--- config.mk ---
export PLATFORM = sky130hd
export DESIGN_NAME = weekly_schedule_timed_relays_flat
export DESIGN_NICKNAME = d
export VERILOG_FILES = /design/src/rtl/wstr_pkg.sv /design/src/rtl/wstr_item_if.sv /design/src/rtl/wstr_result_if.sv /design/src/rtl/weekly_schedule_timed_relays.sv /design/src/rtl/wstr_cfg_regs.sv /design/src/rtl/wstr_sched_match.sv /design/src/rtl/wstr_relay_core.sv /design/src/flat_wrapper.sv
export VERILOG_INCLUDE_DIRS = /design/src /design/src/rtl
export SDC_FILE = /design/constraint.sdc
export NUM_CORES = 1
export LEC_CHECK = 0
export ABC_CLOCK_PERIOD_IN_PS = 7440
export BUFFER_PORTS_ARGS = -buffer_cell sky130_fd_sc_hd__buf_2
export CELL_PAD_IN_SITES_DETAIL_PLACEMENT = 1
export CELL_PAD_IN_SITES_GLOBAL_PLACEMENT = 1
export CORE_UTILIZATION = 55
export CTS_BUF_LIST = sky130_fd_sc_hd__clkbuf_2 sky130_fd_sc_hd__clkbuf_4 sky130_fd_sc_hd__clkbuf_8
export DETAILED_ROUTE_END_ITERATION = 7
export PLACE_DENSITY = 0.95
export REMOVE_ABC_BUFFERS = 1
export SYNTH_ARGS = -nofsm -noshare
export SYNTH_HDL_FRONTEND = slang
export SYNTH_HIERARCHICAL = 1
export SYNTH_SLANG_ARGS = --single-unit
--- constraint.sdc ---
create_clock -name clk -period 7.44 [get_ports clk]
set_input_delay 0.744 -clock clk [delete_from_list [all_inputs] [get_ports clk]]
set_output_delay 0.744 -clock clk [all_outputs]
set_load 0.1 [all_outputs]
--- src/rtl/weekly_schedule_timed_relays_assert.svh ---
// Assertion macros for the RTL of the weekly schedule relay block.
`ifndef WEEKLY_SCHEDULE_TIMED_RELAYS_ASSERT_SVH
`define WEEKLY_SCHEDULE_TIMED_RELAYS_ASSERT_SVH

`ifndef SYNTH

// Same-cycle implication, checked on every rising edge outside reset.
`define WSTR_ASSERT_IMP(label, ante, cons) \
	label: assert property (@(posedge clk) disable iff (!arst_n) (ante) |-> (cons)) \
		else $error("assertion failed");

// Next-cycle implication, checked on every rising edge outside reset.
`define WSTR_ASSERT_NEXT(label, ante, cons) \
	label: assert property (@(posedge clk) disable iff (!arst_n) (ante) |=> (cons)) \
		else $error("assertion failed");

`else

`define WSTR_ASSERT_IMP(label, ante, cons)
`define WSTR_ASSERT_NEXT(label, ante, cons)

`endif

`endif

--- src/rtl/wstr_pkg.sv ---
// Types, constants and helpers of the weekly schedule relay block.
package wstr_pkg;

	localparam int SCHEDULE_SLOTS_DEF = 4;
	localparam int RELAY_COUNT_DEF    = 3;

	localparam int CFG_IDX_W  = 3;
	localparam int CFG_DATA_W = 37;
	localparam int ACTIVE_W   = 3;
	localparam int RELAY_W    = 2;
	localparam int DUR_W      = 16;
	localparam int KEY_W      = 20;
	localparam int MASK_W     = 3;

	localparam logic [CFG_IDX_W-1:0] REG_ACTIVE = 3'd0;
	localparam logic [CFG_IDX_W-1:0] REG_PLUG   = 3'd1;
	localparam int REG_SLOT_BASE = 2;

	localparam logic MODE_TICK   = 1'b0;
	localparam logic MODE_MANUAL = 1'b1;

	localparam logic [RELAY_W-1:0] PLUG_RELAY   = 2'd3;
	localparam logic [2:0]         WEEKDAY_LAST = 3'd6;

	typedef logic [KEY_W-1:0] key_t;

	typedef struct packed {
		logic [DUR_W-1:0]   dur;
		logic [RELAY_W-1:0] relay;
		logic [5:0]         minute;
		logic [4:0]         hour;
		logic [6:0]         wmask;
		logic               en;
	} sched_slot_t;

	typedef struct packed {
		logic         mode;
		logic         time_valid;
		logic [3:0]   month;
		logic [4:0]   day_of_month;
		logic [2:0]   weekday;
		logic [4:0]   hour;
		logic [5:0]   minute;
		logic [1:0]   manual_relay;
		logic         manual_on;
	} item_t;

	typedef struct packed {
		logic [MASK_W-1:0] relay_levels;
		logic [MASK_W-1:0] started_mask;
		logic [MASK_W-1:0] expired_mask;
	} result_t;

	// Calendar minute key: month, day, hour, minute packed side by side.
	function automatic key_t make_key(input item_t it);
		return {it.month, it.day_of_month, it.hour, it.minute};
	endfunction

endpackage

--- src/rtl/wstr_item_if.sv ---
// Valid/ready channel that carries input beats (ticks and manual commands).
interface wstr_item_if;
	import wstr_pkg::*;

	logic  valid;
	logic  ready;
	item_t data;

	modport source (output valid, output data, input ready);
	modport sink (input valid, input data, output ready);
endinterface

--- src/rtl/wstr_result_if.sv ---
// Valid/ready channel that carries result beats.
interface wstr_result_if;
	import wstr_pkg::*;

	logic    valid;
	logic    ready;
	result_t data;

	modport source (output valid, output data, input ready);
	modport sink (input valid, input data, output ready);
endinterface

--- src/rtl/weekly_schedule_timed_relays.sv ---
// Top level of the weekly schedule relay block: channels, input and result registers.
//
// Usage:
//   items   : input beats, each a one-second tick with wall-clock time (mode 0)
//             or a manual relay on/off command (mode 1).
//   results : one result beat per input beat, in order: relay levels after the
//             beat, relays started by a schedule, relays switched off by timer.
//   write_en / reg_index / write_data : configuration writes, taken on any edge
//             with write_en high; write only while no beat is in flight.
// A beat accepted into the input register shows on results once the
//   single-pass update loads the result register.
// Throughput: one beat per cycle while results.ready is high; the tick (timer
//   countdown, slot comparators, in-order fire resolution) is one combinational pass.
// Reset: arst_n low clears all relays, timers, fire history and configuration
//   registers; results.valid drops and both pipeline registers empty.
// Stall: while results.ready is low the result register holds; the input
//   register still takes one more beat, then items.ready drops until the
//   result is taken.
module weekly_schedule_timed_relays #(
	parameter int SCHEDULE_SLOTS = wstr_pkg::SCHEDULE_SLOTS_DEF,
	parameter int RELAY_COUNT    = wstr_pkg::RELAY_COUNT_DEF
) (
	input  logic                            clk,
	input  logic                            arst_n,
	wstr_item_if.sink                       items,
	wstr_result_if.source                   results,
	input  logic                            write_en,
	input  logic [wstr_pkg::CFG_IDX_W-1:0]  reg_index,
	input  logic [wstr_pkg::CFG_DATA_W-1:0] write_data
);
	import wstr_pkg::*;
	`include "weekly_schedule_timed_relays_assert.svh"

	logic                active;
	logic [ACTIVE_W-1:0] active_cnt;
	logic                plug_en;
	sched_slot_t         slots [SCHEDULE_SLOTS];

	logic    valid_s1;
	item_t   item_s1;
	logic    out_valid_q;
	result_t result_q;
	result_t core_result;
	logic    advance;
	logic    run;

	// configuration registers
	wstr_cfg_regs #(
		.SCHEDULE_SLOTS (SCHEDULE_SLOTS)
	) u_cfg (
		.clk        (clk),
		.arst_n     (arst_n),
		.write_en   (write_en),
		.reg_index  (reg_index),
		.write_data (write_data),
		.active     (active_cnt),
		.plug_en    (plug_en),
		.slots      (slots)
	);

	// result register is free, or its beat leaves this cycle
	assign advance = !out_valid_q || results.ready;
	// process the held beat when it can move into the result register
	assign run     = valid_s1 && advance;
	assign active  = valid_s1 || out_valid_q;

	assign items.ready = !valid_s1 || advance;

	// input register
	always_ff @(posedge clk or negedge arst_n) begin
		if (!arst_n) begin
			valid_s1 <= 1'b0;
		end else if (items.ready) begin
			valid_s1 <= items.valid;
		end
	end

	always_ff @(posedge clk) begin
		if (items.ready && items.valid) begin
			item_s1 <= items.data;
		end
	end

	// state update and result computation
	wstr_relay_core #(
		.SCHEDULE_SLOTS (SCHEDULE_SLOTS),
		.RELAY_COUNT    (RELAY_COUNT)
	) u_core (
		.clk     (clk),
		.arst_n  (arst_n),
		.run     (run),
		.item    (item_s1),
		.active  (active_cnt),
		.plug_en (plug_en),
		.slots   (slots),
		.result  (core_result)
	);

	// result register: hold while the receiver stalls
	always_ff @(posedge clk or negedge arst_n) begin
		if (!arst_n) begin
			out_valid_q <= 1'b0;
		end else if (advance) begin
			out_valid_q <= valid_s1;
		end
	end

	always_ff @(posedge clk) begin
		if (run) begin
			result_q <= core_result;
		end
	end

	assign results.valid = out_valid_q;
	assign results.data  = result_q;

	// a relay started by a schedule is on after the beat
	`WSTR_ASSERT_IMP(a_started_on, results.valid,
		(results.data.started_mask & ~results.data.relay_levels) == '0)
	// a relay that expired and was not restarted is off after the beat
	`WSTR_ASSERT_IMP(a_expired_off, results.valid,
		(results.data.expired_mask & ~results.data.started_mask
			& results.data.relay_levels) == '0)
	// a processed beat always lands in the result register
	`WSTR_ASSERT_NEXT(a_run_lands, run, out_valid_q)
	// nothing in flight means both registers are empty
	`WSTR_ASSERT_IMP(a_idle_empty, !active, !results.valid && items.ready)
endmodule

--- src/rtl/wstr_cfg_regs.sv ---
// Configuration register file: active slot count, plug enable, schedule slots.
module wstr_cfg_regs #(
	parameter int SCHEDULE_SLOTS = wstr_pkg::SCHEDULE_SLOTS_DEF
) (
	input  logic                               clk,
	input  logic                               arst_n,
	input  logic                               write_en,
	input  logic [wstr_pkg::CFG_IDX_W-1:0]     reg_index,
	input  logic [wstr_pkg::CFG_DATA_W-1:0]    write_data,
	output logic [wstr_pkg::ACTIVE_W-1:0]      active,
	output logic                               plug_en,
	output wstr_pkg::sched_slot_t              slots [SCHEDULE_SLOTS]
);
	import wstr_pkg::*;

	logic [ACTIVE_W-1:0] active_q;
	logic                plug_q;
	sched_slot_t         slot_q [SCHEDULE_SLOTS];

	always_ff @(posedge clk or negedge arst_n) begin
		if (!arst_n) begin
			active_q <= '0;
			plug_q   <= 1'b0;
			for (int i = 0; i < SCHEDULE_SLOTS; i++) begin
				slot_q[i] <= '0;
			end
		end else if (write_en) begin
			if (reg_index == REG_ACTIVE) begin
				active_q <= write_data[ACTIVE_W-1:0];
			end
			if (reg_index == REG_PLUG) begin
				plug_q <= write_data[0];
			end
			for (int i = 0; i < SCHEDULE_SLOTS; i++) begin
				if (reg_index == CFG_IDX_W'(REG_SLOT_BASE + i)) begin
					slot_q[i] <= sched_slot_t'(write_data);
				end
			end
		end
	end

	assign active  = active_q;
	assign plug_en = plug_q;
	assign slots   = slot_q;
endmodule

--- src/rtl/wstr_sched_match.sv ---
// Per-slot schedule comparators: which slots want to fire on this tick.
module wstr_sched_match #(
	parameter int SCHEDULE_SLOTS = wstr_pkg::SCHEDULE_SLOTS_DEF,
	parameter int RELAY_COUNT    = wstr_pkg::RELAY_COUNT_DEF
) (
	input  wstr_pkg::item_t                item,
	input  logic [wstr_pkg::ACTIVE_W-1:0]  active,
	input  logic                           plug_en,
	input  wstr_pkg::sched_slot_t          slots [SCHEDULE_SLOTS],
	input  wstr_pkg::key_t                 last_fire [SCHEDULE_SLOTS],
	output logic [SCHEDULE_SLOTS-1:0]      hit
);
	import wstr_pkg::*;

	key_t key;
	logic clock_ok;

	assign key      = make_key(item);
	assign clock_ok = item.time_valid && (item.weekday <= WEEKDAY_LAST);

	always_comb begin
		for (int i = 0; i < SCHEDULE_SLOTS; i++) begin
			hit[i] = clock_ok
				&& (active > ACTIVE_W'(i))
				&& slots[i].en
				&& ({1'b0, slots[i].wmask} >> item.weekday) != 8'd0
				&& (({1'b0, slots[i].wmask} >> item.weekday) & 8'd1) != 8'd0
				&& (slots[i].hour == item.hour)
				&& (slots[i].minute == item.minute)
				&& (last_fire[i] != key)
				&& (slots[i].relay != '0)
				&& ({1'b0, slots[i].relay} <= 3'(RELAY_COUNT))
				&& !(slots[i].relay == PLUG_RELAY && !plug_en);
		end
	end
endmodule

--- src/rtl/wstr_relay_core.sv ---
// Relay state, run timers and per-slot fire history; one item per cycle while run is high.
module wstr_relay_core #(
	parameter int SCHEDULE_SLOTS = wstr_pkg::SCHEDULE_SLOTS_DEF,
	parameter int RELAY_COUNT    = wstr_pkg::RELAY_COUNT_DEF
) (
	input  logic                           clk,
	input  logic                           arst_n,
	input  logic                           run,
	input  wstr_pkg::item_t                item,
	input  logic [wstr_pkg::ACTIVE_W-1:0]  active,
	input  logic                           plug_en,
	input  wstr_pkg::sched_slot_t          slots [SCHEDULE_SLOTS],
	output wstr_pkg::result_t              result
);
	import wstr_pkg::*;

	logic [DUR_W-1:0]        secs_q  [RELAY_COUNT];
	logic [RELAY_COUNT-1:0]  armed_q;
	logic [RELAY_COUNT-1:0]  level_q;
	key_t                    last_q  [SCHEDULE_SLOTS];

	logic [DUR_W-1:0]        secs_n  [RELAY_COUNT];
	logic [RELAY_COUNT-1:0]  armed_n;
	logic [RELAY_COUNT-1:0]  level_n;
	key_t                    last_n  [SCHEDULE_SLOTS];
	logic [RELAY_COUNT-1:0]  started;
	logic [RELAY_COUNT-1:0]  expired;
	logic [SCHEDULE_SLOTS-1:0] hit;
	key_t                    key;

	wstr_sched_match #(
		.SCHEDULE_SLOTS (SCHEDULE_SLOTS),
		.RELAY_COUNT    (RELAY_COUNT)
	) u_match (
		.item      (item),
		.active    (active),
		.plug_en   (plug_en),
		.slots     (slots),
		.last_fire (last_q),
		.hit       (hit)
	);

	assign key = make_key(item);

	always_comb begin
		secs_n  = secs_q;
		armed_n = armed_q;
		level_n = level_q;
		last_n  = last_q;
		started = '0;
		expired = '0;
		if (item.mode == MODE_MANUAL) begin
			for (int r = 0; r < RELAY_COUNT; r++) begin
				if (item.manual_relay == RELAY_W'(r + 1)) begin
					level_n[r] = item.manual_on;
				end
			end
		end else begin
			// count down armed timers first
			for (int r = 0; r < RELAY_COUNT; r++) begin
				if (armed_q[r]) begin
					if (secs_q[r] <= DUR_W'(1)) begin
						secs_n[r]  = '0;
						armed_n[r] = 1'b0;
						level_n[r] = 1'b0;
						expired[r] = 1'b1;
					end else begin
						secs_n[r] = secs_q[r] - DUR_W'(1);
					end
				end
			end
			// slots in order; an earlier slot that arms a relay blocks later ones
			for (int i = 0; i < SCHEDULE_SLOTS; i++) begin
				for (int r = 0; r < RELAY_COUNT; r++) begin
					if (hit[i] && slots[i].relay == RELAY_W'(r + 1) && !armed_n[r]) begin
						last_n[i]  = key;
						secs_n[r]  = slots[i].dur;
						armed_n[r] = (slots[i].dur != '0);
						level_n[r] = 1'b1;
						started[r] = 1'b1;
					end
				end
			end
		end
	end

	always_ff @(posedge clk or negedge arst_n) begin
		if (!arst_n) begin
			armed_q <= '0;
			level_q <= '0;
			for (int r = 0; r < RELAY_COUNT; r++) begin
				secs_q[r] <= '0;
			end
			for (int i = 0; i < SCHEDULE_SLOTS; i++) begin
				last_q[i] <= '0;
			end
		end else if (run) begin
			armed_q <= armed_n;
			level_q <= level_n;
			secs_q  <= secs_n;
			last_q  <= last_n;
		end
	end

	assign result.relay_levels = MASK_W'(level_n);
	assign result.started_mask = MASK_W'(started);
	assign result.expired_mask = MASK_W'(expired);
endmodule
--- src/flat_wrapper.sv ---
// flat-port wrapper written by rule: the top's interface ports become plain ports
module weekly_schedule_timed_relays_flat import wstr_pkg::*;
#(
	parameter int SCHEDULE_SLOTS = wstr_pkg::SCHEDULE_SLOTS_DEF,
	parameter int RELAY_COUNT    = wstr_pkg::RELAY_COUNT_DEF
)
  (clk, arst_n, write_en, reg_index, write_data, items_valid, items_data, items_ready, results_valid, results_data, results_ready);
  wstr_item_if items_i ();
  wstr_result_if results_i ();
  input  logic clk;
  input  logic arst_n;
  input  logic write_en;
  input  logic [wstr_pkg::CFG_IDX_W-1:0] reg_index;
  input  logic [wstr_pkg::CFG_DATA_W-1:0] write_data;
  input wire logic [$bits(items_i.valid)-1:0] items_valid;
  input wire logic [$bits(items_i.data)-1:0] items_data;
  output wire logic [$bits(items_i.ready)-1:0] items_ready;
  output wire logic [$bits(results_i.valid)-1:0] results_valid;
  output wire logic [$bits(results_i.data)-1:0] results_data;
  input wire logic [$bits(results_i.ready)-1:0] results_ready;
  assign items_i.valid = items_valid;
  assign items_i.data = items_data;
  assign items_ready = items_i.ready;
  assign results_valid = results_i.valid;
  assign results_data = results_i.data;
  assign results_i.ready = results_ready;
  weekly_schedule_timed_relays #(.SCHEDULE_SLOTS(SCHEDULE_SLOTS), .RELAY_COUNT(RELAY_COUNT)) u_core (.clk(clk), .arst_n(arst_n), .items(items_i), .results(results_i), .write_en(write_en), .reg_index(reg_index), .write_data(write_data));
endmodule
==> metrics, run 1 <==
layout cells sized above 1=0.292; first-pass GRT wire length=roughly 100 mm; Post-synth top cells=dfrtp_1, mux2_2, xnor2_1; Post-Syn Area=around 0.017 sq mm; Finish-stage setup viols=0; CTS tree=built; HP Class=input port to async pin; Die W=roughly 180 um; CP Max Fanout=20; initial antenna violation count=2; Multi-input gate area=~0.0086 sq mm; Routed WL=between 60 and 70 mm; ys flop type=dfrtp_1; Clock Pin Slew Worst Setup and Hold Paths=~0.07 ns; gr ovfl total=0; clk buf depth=3; core area=0.0309 sq mm; CTS Buf Count=54; Flop pwr share=0.477; Sequential Area=roughly 0.0083 sq mm; worst-skew pair later-pin latency=roughly 0.66 ns; pin count of the biggest net entering global routing=88; vias in the first global route=approximately 16000; CTS Root Cell=clkbuf_8; Final Cell Area=~0.019 sq mm; final setup skew=0.0585 ns; std cell rows=between 60 and 70; crit-path cells=xnor2_1 -> nand4_1 -> nor4_1 -> nand3_1 -> nor3_1 -> nand2_1 -> or2_2 -> a21oi_1 -> nand2b_1 -> a31oi_2 -> buf_4 -> mux2_2; GR Util All Layers=0.421; dpl cells=1900; failing checks=DRC; measured slew at the worst slew-check pin=around 1.3 ns; RSZ-0062 raised after global routing=false; Switching Share=0.368; Max Fclk=166 MHz; status=complete, but fails checks; DR vias/cell=between 7 and 8; post-route non-filler standard cell count=2002; Comb pwr share=0.222; die area=between 0.03 and 0.04 sq mm; wire per inst=about 34 um; #FFs+latches synth=between 300 and 400; # fillers=about 3100; Initial Util=0.565; Worst Path Arrival=between 6 and 7 ns; Leakage=7.77 nW; Post-synth EDFFs=37; Die H=approximately 180 um; TritonCTS Sinks=about 330; cell taking the most area after synthesis=dfrtp_1; area added between synthesis and finish=9.98%; crit-path max cell delay=a little under 1 ns; nets@finish=between 1500 and 2000; CTS H-tree depth=2; asr flop ratio synth=0.886; number of setup buffers added after CTS=0; Final ANT Viol Nets=0; Setup TNS=0 ns; Fin. Hold Viols=0; Final Cycle Share=0.811; sw power=between 0.002 and 0.0025 W; Cell Area, Placed=approximately 0.018 sq mm; crit path max-delay cell type=a21oi_1; yosys warns=6; Clock power frac=0.301; Max Cap Viol=0; first-pass iteration count of the detailed router=8; CP required=7.93 ns; sequential share of the synthesized area=0.476; Max Slew Vio Count=0; crit path launch type=register; DR vias=around 15000; final RePlAce weighted congestion=0.982; worst rel slew slack=0.151; Setup CP Type=register to register; minimum hold slack=around 0.14 ns; Worst Setup End Kind=register; Design Power=0.00576 W; PostCTS Resize Cnt=0; syn avg cell area=between 10 and 15 sq um; Area contributors post-synth=dfrtp_1, mux2_2, mux2_4; drt drc=1; Pint=between 0.003 and 0.004 W; DRT iter0 DRCs=2297; P per Cell Area=~300 mW/mm^2; hold_buf cts=0; Tmin final=6.03 ns; Mapped Cells=~1500; DP HPWL=just over 40 mm; Synth cell types=77; peak supply drop=~240 uV; most frequent cell after synthesis=dfrtp_1; IO Port Bufs=83; Top Ports=84; top cell type's share of synthesized area=0.413
power by group through the flow:
stage                     Clock [W]  Combinational (W)  Sequential, W
after floorplan                   0           0.000845        0.00246
after global placement            0            0.00108        0.00265
after detailed placement          0            0.00118        0.00269
after CTS                   0.00174            0.00123        0.00269
after global routing        0.00181            0.00134        0.00274
final                       0.00173            0.00128        0.00275
final cells by class:
| cell class | count | share of cell area |
|---|---|---|
| antenna | 3 | 0.000391 |
| clock inverter | 11 | 0.00391 |
| timing repair buffer | 103 | 0.0300 |
| clock buffer | 88 | 0.0562 |
| sequential | 325 | 0.433 |
| multi-input combinational | 1062 | 0.448 |
| inverter | 14 | 0.00274 |
| tap | 396 | 0.0258 |
per-stage QoR:
step	utilization	worst slack, ns
4_1_cts	0.620	1.71
2_1_floorplan	-	2.89
3_3_place_gp	0.583	2.18
5_1_grt	0.621	1.31
6_report	0.621	1.41
3_5_place_dp	0.583	2.01
flip-flops by register name, indices dropped and copies added (netlist names):
name,count
u_core/u_core/last_q,80
u_core/u_core/secs_q,48
u_core/u_cfg/slots,148
u_core/results.data,9
u_core/item_s1,28
u_core/u_core/level_q,3
u_core/valid_s1,1
u_core/results.valid,1
u_core/u_cfg/plug_en,1
u_core/u_core/armed_q,3
u_core/u_cfg/active,3
path summary, 6_finish.rpt:
check | startpoint | to | slack (ns) | cells after the start
max | u_core/item_s1[12] | u_core/u_core/last_q[58] | 1.41 | 12
min | arst_n | u_core/u_core/last_q[69] | 0.14 | 1
max reg2reg | u_core/item_s1[12] | u_core/u_core/last_q[58] | 1.41 | 12
min reg2reg | u_core/u_cfg/slots[78] | u_core/u_cfg/slots[78] | 0.52 | 1
max in group asynchronous | arst_n | u_core/u_cfg/slots[103] | 5.74 | 2
min in group clk | items_data[4] | u_core/item_s1[4] | 0.26 | 1
critical path, delay by kind of cell, from the launching register on:
kind                   cells  cell delay, ns
AO/OA/AOI/OAI              2            1.41
flip-flops                 1            0.85
multiplexers               1            0.41
XOR/XNOR                   1            0.23
buffers and inverters      1            0.40
AND/OR/NAND/NOR            7            2.54
kinds of logic after synthesis:
logic type,synth area share
xor gates and xnor gates,0.0818
DFF,0.476
AOI/OAI and AO/OA,0.112
adders and majority gates,0.00430
buffers and inverters,0.0328
and+or+nand+nor,0.114
muxes,0.178
layer usage:
metal	vias up	part of all wire	GRT usage
met1	7418	0.36	0.506
met2	1298	0.46	0.676
met4	2	0.072	0.257
met5	-	0.00067	0.0104
met3	435	0.11	0.116
li1	5693	-	-
placed cells by master (no fill, tap or decap), types with 5 or more instances in the layout:
cell	synthesis	layout
o22ai_1	28	28
nand4_1	22	22
edfxtp_1	37	37
xnor2_1	91	91
o21ai_0	62	62
ha_1	6	6
dfrtp_1	288	288
nor4_1	39	39
a221o_1	15	15
o2111ai_1	6	6
mux2_4	80	80
a21oi_1	56	56
nor3_1	28	28
buf_2	15	82
mux2_2	151	151
o21ai_1	5	5
nand2_1	70	70
inv_1	14	14
xor2_1	72	72
nand3b_1	22	22
buf_4	7	20
clkbuf_8	0	67
o211ai_1	44	44
a31oi_1	48	46
nand2b_1	5	5
nand3_1	19	19
clkinv_2	0	8
mux2i_1	9	9
clkbuf_4	0	21
and3_1	9	9
or3_1	34	34
nor2_1	53	51
Note: power is estimated with default switching activity, not from simulation.
==> run 2: changes to the inputs <==
--- a/config.mk
+++ b/config.mk
@@ -6,14 +6,15 @@
 export SDC_FILE = /design/constraint.sdc
 export NUM_CORES = 1
 export LEC_CHECK = 0
-export ABC_CLOCK_PERIOD_IN_PS = 7440
+export ABC_AREA = 1
+export ABC_CLOCK_PERIOD_IN_PS = 5100
 export BUFFER_PORTS_ARGS = -buffer_cell sky130_fd_sc_hd__buf_2
 export CELL_PAD_IN_SITES_DETAIL_PLACEMENT = 1
 export CELL_PAD_IN_SITES_GLOBAL_PLACEMENT = 1
-export CORE_UTILIZATION = 55
+export CORE_UTILIZATION = 42
 export CTS_BUF_LIST = sky130_fd_sc_hd__clkbuf_2 sky130_fd_sc_hd__clkbuf_4 sky130_fd_sc_hd__clkbuf_8
 export DETAILED_ROUTE_END_ITERATION = 7
-export PLACE_DENSITY = 0.95
+export PLACE_DENSITY = 0.87
 export REMOVE_ABC_BUFFERS = 1
 export SYNTH_ARGS = -nofsm -noshare
 export SYNTH_HDL_FRONTEND = slang
==> constraint.sdc (replaced) <==
create_clock -name clk -period 5.1 [get_ports clk]
set_input_delay 0.51 -clock clk [delete_from_list [all_inputs] [get_ports clk]]
set_output_delay 0.51 -clock clk [all_outputs]
set_load 0.1 [all_outputs]
==> run 2 against run 1 <==
  * The flow now finishes without violations
  * Synthesized cell count grew 87%
  * Fmax grew 45%
  * Via count grew 26%
  * Design area rose by 11%
  * Routed wire length increased by 8.4%
  * Register-to-register slack worse by 0.46 ns
  * Clock skew fell by 0.036 ns
  * Critical path type unchanged
  * Critical endpoint is now u_core/u_core/secs_q[24]
==> metrics, run 2 <==
status=completed; most frequent cells in the layout=nand2_1, nand3_1, dfrtp_1; Final Cell Area=0.0213 sq mm (+11%); layout cells sized above 1=0.0981 (-0.194); final core utilization=0.479 (-0.142); Levels on crit path=15 (+3); sequential share of the synthesized area=0.437 (-0.0396); commonest non-fill, non-tap cell in the layout=nand2_1; CTS tree=built; asr flop ratio synth=0.886 (unchanged); TritonCTS Sinks=325 (unchanged); Die H=215 um (+19%); Pint=0.00557 W (+53%); Die W=215 um (+19%); Synth cell types=39 (-49%); crit path max-delay cell type=edfxtp_1; Max Cap Viol=0 (unchanged); final RePlAce weighted congestion=1.06 (+8.3%); cell taking the most area after synthesis=dfrtp_1; Area contributors post-synth=dfrtp_1, nand2_1, nand3_1; Post-synth top cells=nand2_1, nand3_1, dfrtp_1; HP Class=input port to register; vias in the first global route=20000 (+29%); #FFs+latches synth=325 (unchanged); worst reg2reg path depth=15 (+3); DR vias/cell=5.36 (-28%); crit path launch type=register; Routed WL=74.3 mm (+8.4%); CP Max Fanout=18 (-10%); Fin. Hold Viols=0 (unchanged); pin count of the biggest net entering global routing=122 (+39%); clk buf depth=3 (unchanged); Worst Setup End Kind=register; worst rel slew slack=0.182 (+0.0313); Flop pwr share=0.387 (-0.090); max FFs per register=148 (unchanged); Final Cycle Share=0.815 (+0.00403); worst-skew pair later-pin latency=0.68 ns (+0.02 ns); Setup crit end=u_core/u_core/secs_q[24]; P per Cell Area=445 mW/mm^2 (+48%); reg-to-reg setup timing slack=0.95 ns (-0.46 ns); Buf/Inv on CP=1 (unchanged); CTS Buf Count=58 (+7.4%); CP required=5.70 ns (-2.23 ns); PostCTS Resize Cnt=0 (unchanged); top cell type's share of synthesized area=0.379 (-0.0343); hold_buf cts=22 (+22); peak supply drop=218 uV (-7.9%); number of setup buffers added after CTS=0 (unchanged); syn avg cell area=6.86 sq um (-42%); measured slew at the worst slew-check pin=1.22 ns (-0.0498 ns); Initial Util=0.428 (-0.137); final setup skew=0.0223 ns (-0.0362 ns); core area=0.0445 sq mm (+44%); CTS Root Cell=clkbuf_8; Comb pwr share=0.328 (+0.106); sw power=0.00393 W (+86%); GR Util All Layers=0.323 (-0.0977); gr ovfl total=0 (unchanged); DRT iter0 DRCs=1335 (-42%); most frequent cell after synthesis=nand2_1; Switching Share=0.414 (+0.0460); Max Slew Vio Count=0 (unchanged); DP HPWL=51.6 mm (+26%); IO Port Bufs=83 (unchanged); Cell Area, Placed=0.0198 sq mm (+10%); Finish-stage setup viols=0 (unchanged); Clock Pin Slew Worst Setup and Hold Paths=0.07 ns (about the same); CTS H-tree depth=2 (unchanged); Tmin final=4.15 ns (-1.88 ns); drt drc=0 (-1); Final ANT Viol Nets=0 (unchanged); std cell rows=77 (+20%); CP Launch Point=u_core/item_s1[13]; Clock power frac=0.285 (-0.016); die area=0.0462 sq mm (+42%); Leakage=11.0 nW (+42%); yosys warns=6 (unchanged); minimum hold slack=0.0285 ns (-0.109 ns); crit-path max cell delay=0.63 ns (-0.35 ns); Setup CP Type=register to register; Worst Path Arrival=4.75 ns (-1.77 ns); wire per inst=21.2 um (-38%); critical path's top delay family=simple AND/OR/NAND/NOR gates; Post-Syn Area=0.0190 sq mm (+9.1%); setup ws final=0.946 ns (-0.464 ns); first-pass GRT wire length=115 mm (+12%); Mapped Cells=2774 (+87%); FF-to-FF End=u_core/u_core/secs_q[24]; Setup TNS=0 ns (unchanged); R2R Path Start=u_core/item_s1[13]; crit-path cells=xnor2_1 -> nand2_1 -> nor2_1 -> nand2_1 -> nor2_1 -> nor2_1 -> nand3_1 -> clkinv_1 -> nand2_1 -> nand4_2 -> nor2_4 -> nor2_1 -> nor2_4 -> nand3_1 -> nand2_1; pre-CTS setup slack=1.10 ns (-0.906 ns); nets@finish=2938 (+79%); Top Ports=84 (unchanged); initial antenna violation count=4 (+2); DR vias=18800 (+26%); ys flop type=dfrtp_1; first-pass iteration count of the detailed router=5 (-3); Post-synth EDFFs=37 (unchanged); area added between synthesis and finish=12.1%; RSZ-0062 raised after global routing=false; Max Fclk=241 MHz (+45%)
==> run 2: cell families (layout without fill, tap and decap cells) <==
family | after synthesis | count (layout) | share of synthesized area
flops | 325 | 325 | 0.437
other cells | 0 | 3 | 0
simple gates | 1799 | 1799 | 0.388
buf+inv | 395 | 526 | 0.0887
xor+xnor | 73 | 73 | 0.0336
fa+ha+maj | 6 | 6 | 0.00394
compound gates | 176 | 176 | 0.0488
==> run 2: metrics by stage <==
stage	cells	total power [W]
final	3500	0.00949
after global routing	3497	0.0101
after CTS	3497	0.00950
after detailed placement	3369	0.00675
after global placement	3369	0.00662
after floorplan	2668	0.00555
==> run 2: worst min-delay path by stage <==
stage / from / end / cells past startpoint
after floorplan: arst_n / u_core/results.valid / 0
after global placement: u_core/u_cfg/slots[43] / u_core/u_cfg/slots[43] / 2
after detailed placement: u_core/u_cfg/slots[115] / u_core/u_cfg/slots[115] / 2
after CTS: items_data[9] / u_core/item_s1[9] / 1
after global routing: items_data[21] / u_core/item_s1[21] / 1
final: items_data[9] / u_core/item_s1[9] / 1
==> run 2: cell type report <==
class / count / area, sq um
timing repair buffer: 131 / 853
sequential: 325 / 8320
inverter: 289 / 1090
clock inverter: 20 / 193
tap: 592 / 741
multi-input combinational: 2054 / 9050
fill: 5835 / 23200
antenna: 3 / 7.51
clock buffer: 86 / 1080
==> run 2: layer usage <==
metal,vias to the layer above,track usage,share of wire
met4,6,0.168,0.051
met1,9269,0.397,0.41
met5,-,0,0.00065
met2,523,0.549,0.48
met3,180,0.0508,0.051
li1,8787,-,-
==> run 2: power by group through the flow <==
| stage | logic, W | clock network, W | registers (W) |
|---|---|---|---|
| global route | 0.00350 | 0.00284 | 0.00372 |
| global placement | 0.00294 | 0 | 0.00368 |
| detailed placement | 0.00305 | 0 | 0.00370 |
| finish | 0.00312 | 0.00270 | 0.00367 |
| CTS | 0.00309 | 0.00274 | 0.00366 |
| floorplan | 0.00207 | 0 | 0.00348 |
==> run 3: changes to the inputs <==
--- a/config.mk
+++ b/config.mk
@@ -7,14 +7,14 @@
 export NUM_CORES = 1
 export LEC_CHECK = 0
 export ABC_AREA = 1
-export ABC_CLOCK_PERIOD_IN_PS = 5100
+export ABC_CLOCK_PERIOD_IN_PS = 4100
 export BUFFER_PORTS_ARGS = -buffer_cell sky130_fd_sc_hd__buf_2
 export CELL_PAD_IN_SITES_DETAIL_PLACEMENT = 1
 export CELL_PAD_IN_SITES_GLOBAL_PLACEMENT = 1
-export CORE_UTILIZATION = 42
+export CORE_UTILIZATION = 47
 export CTS_BUF_LIST = sky130_fd_sc_hd__clkbuf_2 sky130_fd_sc_hd__clkbuf_4 sky130_fd_sc_hd__clkbuf_8
 export DETAILED_ROUTE_END_ITERATION = 7
-export PLACE_DENSITY = 0.87
+export PLACE_DENSITY = 0.92
 export REMOVE_ABC_BUFFERS = 1
 export SYNTH_ARGS = -nofsm -noshare
 export SYNTH_HDL_FRONTEND = slang
==> constraint.sdc (replaced) <==
create_clock -name clk -period 4.1 [get_ports clk]
set_input_delay 0.41 -clock clk [delete_from_list [all_inputs] [get_ports clk]]
set_output_delay 0.41 -clock clk [all_outputs]
set_load 0.1 [all_outputs]
==> run 3 against run 2 <==
  * Flip-flop and latch count did not move
  * Die area fell by 11%
  * Sequential power rose by 25%
  * Design area rose by 0.72%
  * Critical endpoint is now u_core/u_core/secs_q[17]
  * Largest cell class unchanged
==> metrics, run 3 (synthesis results as in run 2) <==
Routed WL=81.4 mm (+9.6%); number of setup buffers added after CTS=0 (unchanged); wire per inst=23.5 um (+11%); worst-skew pair later-pin latency=0.67 ns (about the same); most frequent cells in the layout=nand2_1, nand3_1, dfrtp_1; drt drc=0 (unchanged); Comb pwr share=0.336 (+0.008); max FFs per register=148 (unchanged); peak supply drop=314 uV (+44%); Multi-input gate area=0.00905 sq mm (about the same); R2R Path Start=u_core/item_s1[14]; Pint=0.00685 W (+23%); Top Ports=84 (unchanged); Clock power frac=0.276 (-0.009); worst rel slew slack=0.171 (-0.0111); worst reg2reg path depth=17 (+2); vias in the first global route=21100 (+5.5%); Worst Path Arrival=4.45 ns (-0.30 ns); Setup TNS=0 ns (unchanged); nets@finish=2967 (+0.99%); DRT iter0 DRCs=1743 (+31%); std cell rows=73 (-5.2%); TritonCTS Sinks=325 (unchanged); Die H=203 um (-5.4%); CTS tree=built; hold path startpoint=write_data[7]; Cell Area, Placed=0.0198 sq mm (about the same); Initial Util=0.478 (+0.0503); die area=0.0413 sq mm (-11%); ANT cells=0 (-3); crit path launch type=register; IO Port Bufs=83 (unchanged); core area=0.0398 sq mm (-11%); Fin. Hold Viols=0 (unchanged); first-pass GRT wire length=125 mm (+8.3%); Flop pwr share=0.388 (about the same); DR vias/cell=5.77 (+7.6%); Leakage=11.2 nW (+1.1%); first-pass iteration count of the detailed router=7 (+2); Final Cycle Share=0.946 (+0.132); CP Launch Point=u_core/item_s1[14]; GR Util All Layers=0.397 (+0.0738); HP Class=input port to register; final setup skew=0.0415 ns (+0.0192 ns); Die W=203 um (-5.4%); measured slew at the worst slew-check pin=1.24 ns (+0.0166 ns); Worst Setup End Kind=register; CTS Root Cell=clkbuf_8; pre-CTS setup slack=0.335 ns (-0.769 ns); P per Cell Area=552 mW/mm^2 (+24%); FF-to-FF End=u_core/u_core/secs_q[17]; Max Cap Viol=0 (unchanged); Finish-stage setup viols=0 (unchanged); Final ANT Viol Nets=0 (unchanged); sw power=0.00501 W (+27%); Max Fclk=258 MHz (+7.1%); # fillers=5240 (-10%); layout cells sized above 1=0.100 (+0.00213); CTS Buf Count=57 (-1.7%); CTS H-tree depth=2 (unchanged); DP HPWL=53.6 mm (+3.8%); reg-to-reg setup timing slack=0.22 ns (-0.73 ns); Final Cell Area=0.0215 sq mm (+0.72%); minimum hold slack=0.0302 ns (+0.00168 ns); initial antenna violation count=1 (-3); RSZ-0062 raised after global routing=false; Setup CP Type=register to register; clk buf depth=3 (unchanged); area added between synthesis and finish=12.9%; DR vias=20000 (+6.3%); final RePlAce weighted congestion=1.04 (-2.4%); Switching Share=0.422 (+0.00845); Tmin final=3.88 ns (-0.274 ns); commonest non-fill, non-tap cell in the layout=nand2_1; Clock Pin Slew Worst Setup and Hold Paths=0.06 ns (about the same); CP Max Fanout=16 (-2); CP required=4.67 ns (-1.03 ns); setup ws final=0.220 ns (-0.726 ns); Sequential Area=0.00832 sq mm (unchanged); Setup crit end=u_core/u_core/secs_q[17]; gr ovfl total=0 (unchanged); status=completed; Max Slew Vio Count=0 (unchanged); pin count of the biggest net entering global routing=126 (+3.3%)
==> run 3: changes by cell type in the layout (fill, tap and decap cells not counted), sizes merged, moves of 3 or more <==
cell,delta
clkbuf,+10
bufinv,-3
buf,+7
diode,-3
clkinv,-7
dlygate4sd3,+23
==> run 3: stage by stage <==
stage / instances / utilization / total power [W]
CTS: 3458 / 0.539 / 0.0117
floorplan: 2668 / - / 0.00690
finish: 3458 / 0.540 / 0.0119
detailed placement: 3309 / 0.497 / 0.00842
global placement: 3309 / 0.497 / 0.00823
global route: 3458 / 0.540 / 0.0125
==> run 3: final cells by class <==
type                    count  share of cell area
multi-input cells        2054               0.421
repair buffers            161              0.0535
clock inverters             8             0.00198
inverters                 289              0.0507
clock buffers              96              0.0548
flip-flops and latches    325               0.387
well taps                 525              0.0306
==> run 3: worst min path at each step <==
stage | end | slack (ns) | depth (start not counted)
finish | u_core/u_cfg/slots[7] | 0.03 | 3
global route | u_core/u_cfg/slots[7] | 0.01 | 3
CTS | u_core/u_cfg/slots[4] | 0.003 | 3
detailed placement | u_core/results.valid | 0.42 | 1
global placement | u_core/results.valid | 0.42 | 1
floorplan | u_core/results.valid | 0.11 | 0
==> run 3: critical path, stage by stage (launching register included) <==
cell      delay, ns
edfxtp_1       0.66
inv_2          0.22
nand2_1        0.13
nand3_1        0.08
nand2_1        0.08
nand2_1        0.05
nand2_1        0.10
nand3_1        0.09
nor2_1         0.29
nand3_1        0.28
clkinv_1       0.12
nand2_1        0.12
nand3_1        0.17
buf_4          0.25
nand3_1        0.17
o21ai_2        0.65
nand2_1        0.18
nand2_1        0.15
==> run 3: power groups by stage <==
stage / clock network [W] / logic (W) / registers (W)
after CTS: 0.00326 / 0.00390 / 0.00457
after global routing: 0.00344 / 0.00443 / 0.00464
after detailed placement: 0 / 0.00381 / 0.00461
after floorplan: 0 / 0.00257 / 0.00433
after global placement: 0 / 0.00365 / 0.00458
final: 0.00328 / 0.00398 / 0.00460
==> run 3: layer usage <==
metal / global-route usage / routed length, um / vias to the layer above
li1: - / - / 8852
met1: 0.476 / 31500 / 9877
met2: 0.672 / 39300 / 927
met3: 0.0596 / 5100 / 298
met4: 0.245 / 5560 / 0
met5: 0 / 0 / -
==> run 3: what timing repair did <==
| item | CTS | global route |
|---|---|---|
| gates resized for setup | 0 | 1 |
| hold buffers | 45 | 0 |
| setup endpoints to repair | 0 | 16 |
| hold endpoints to repair | 126 | 0 |
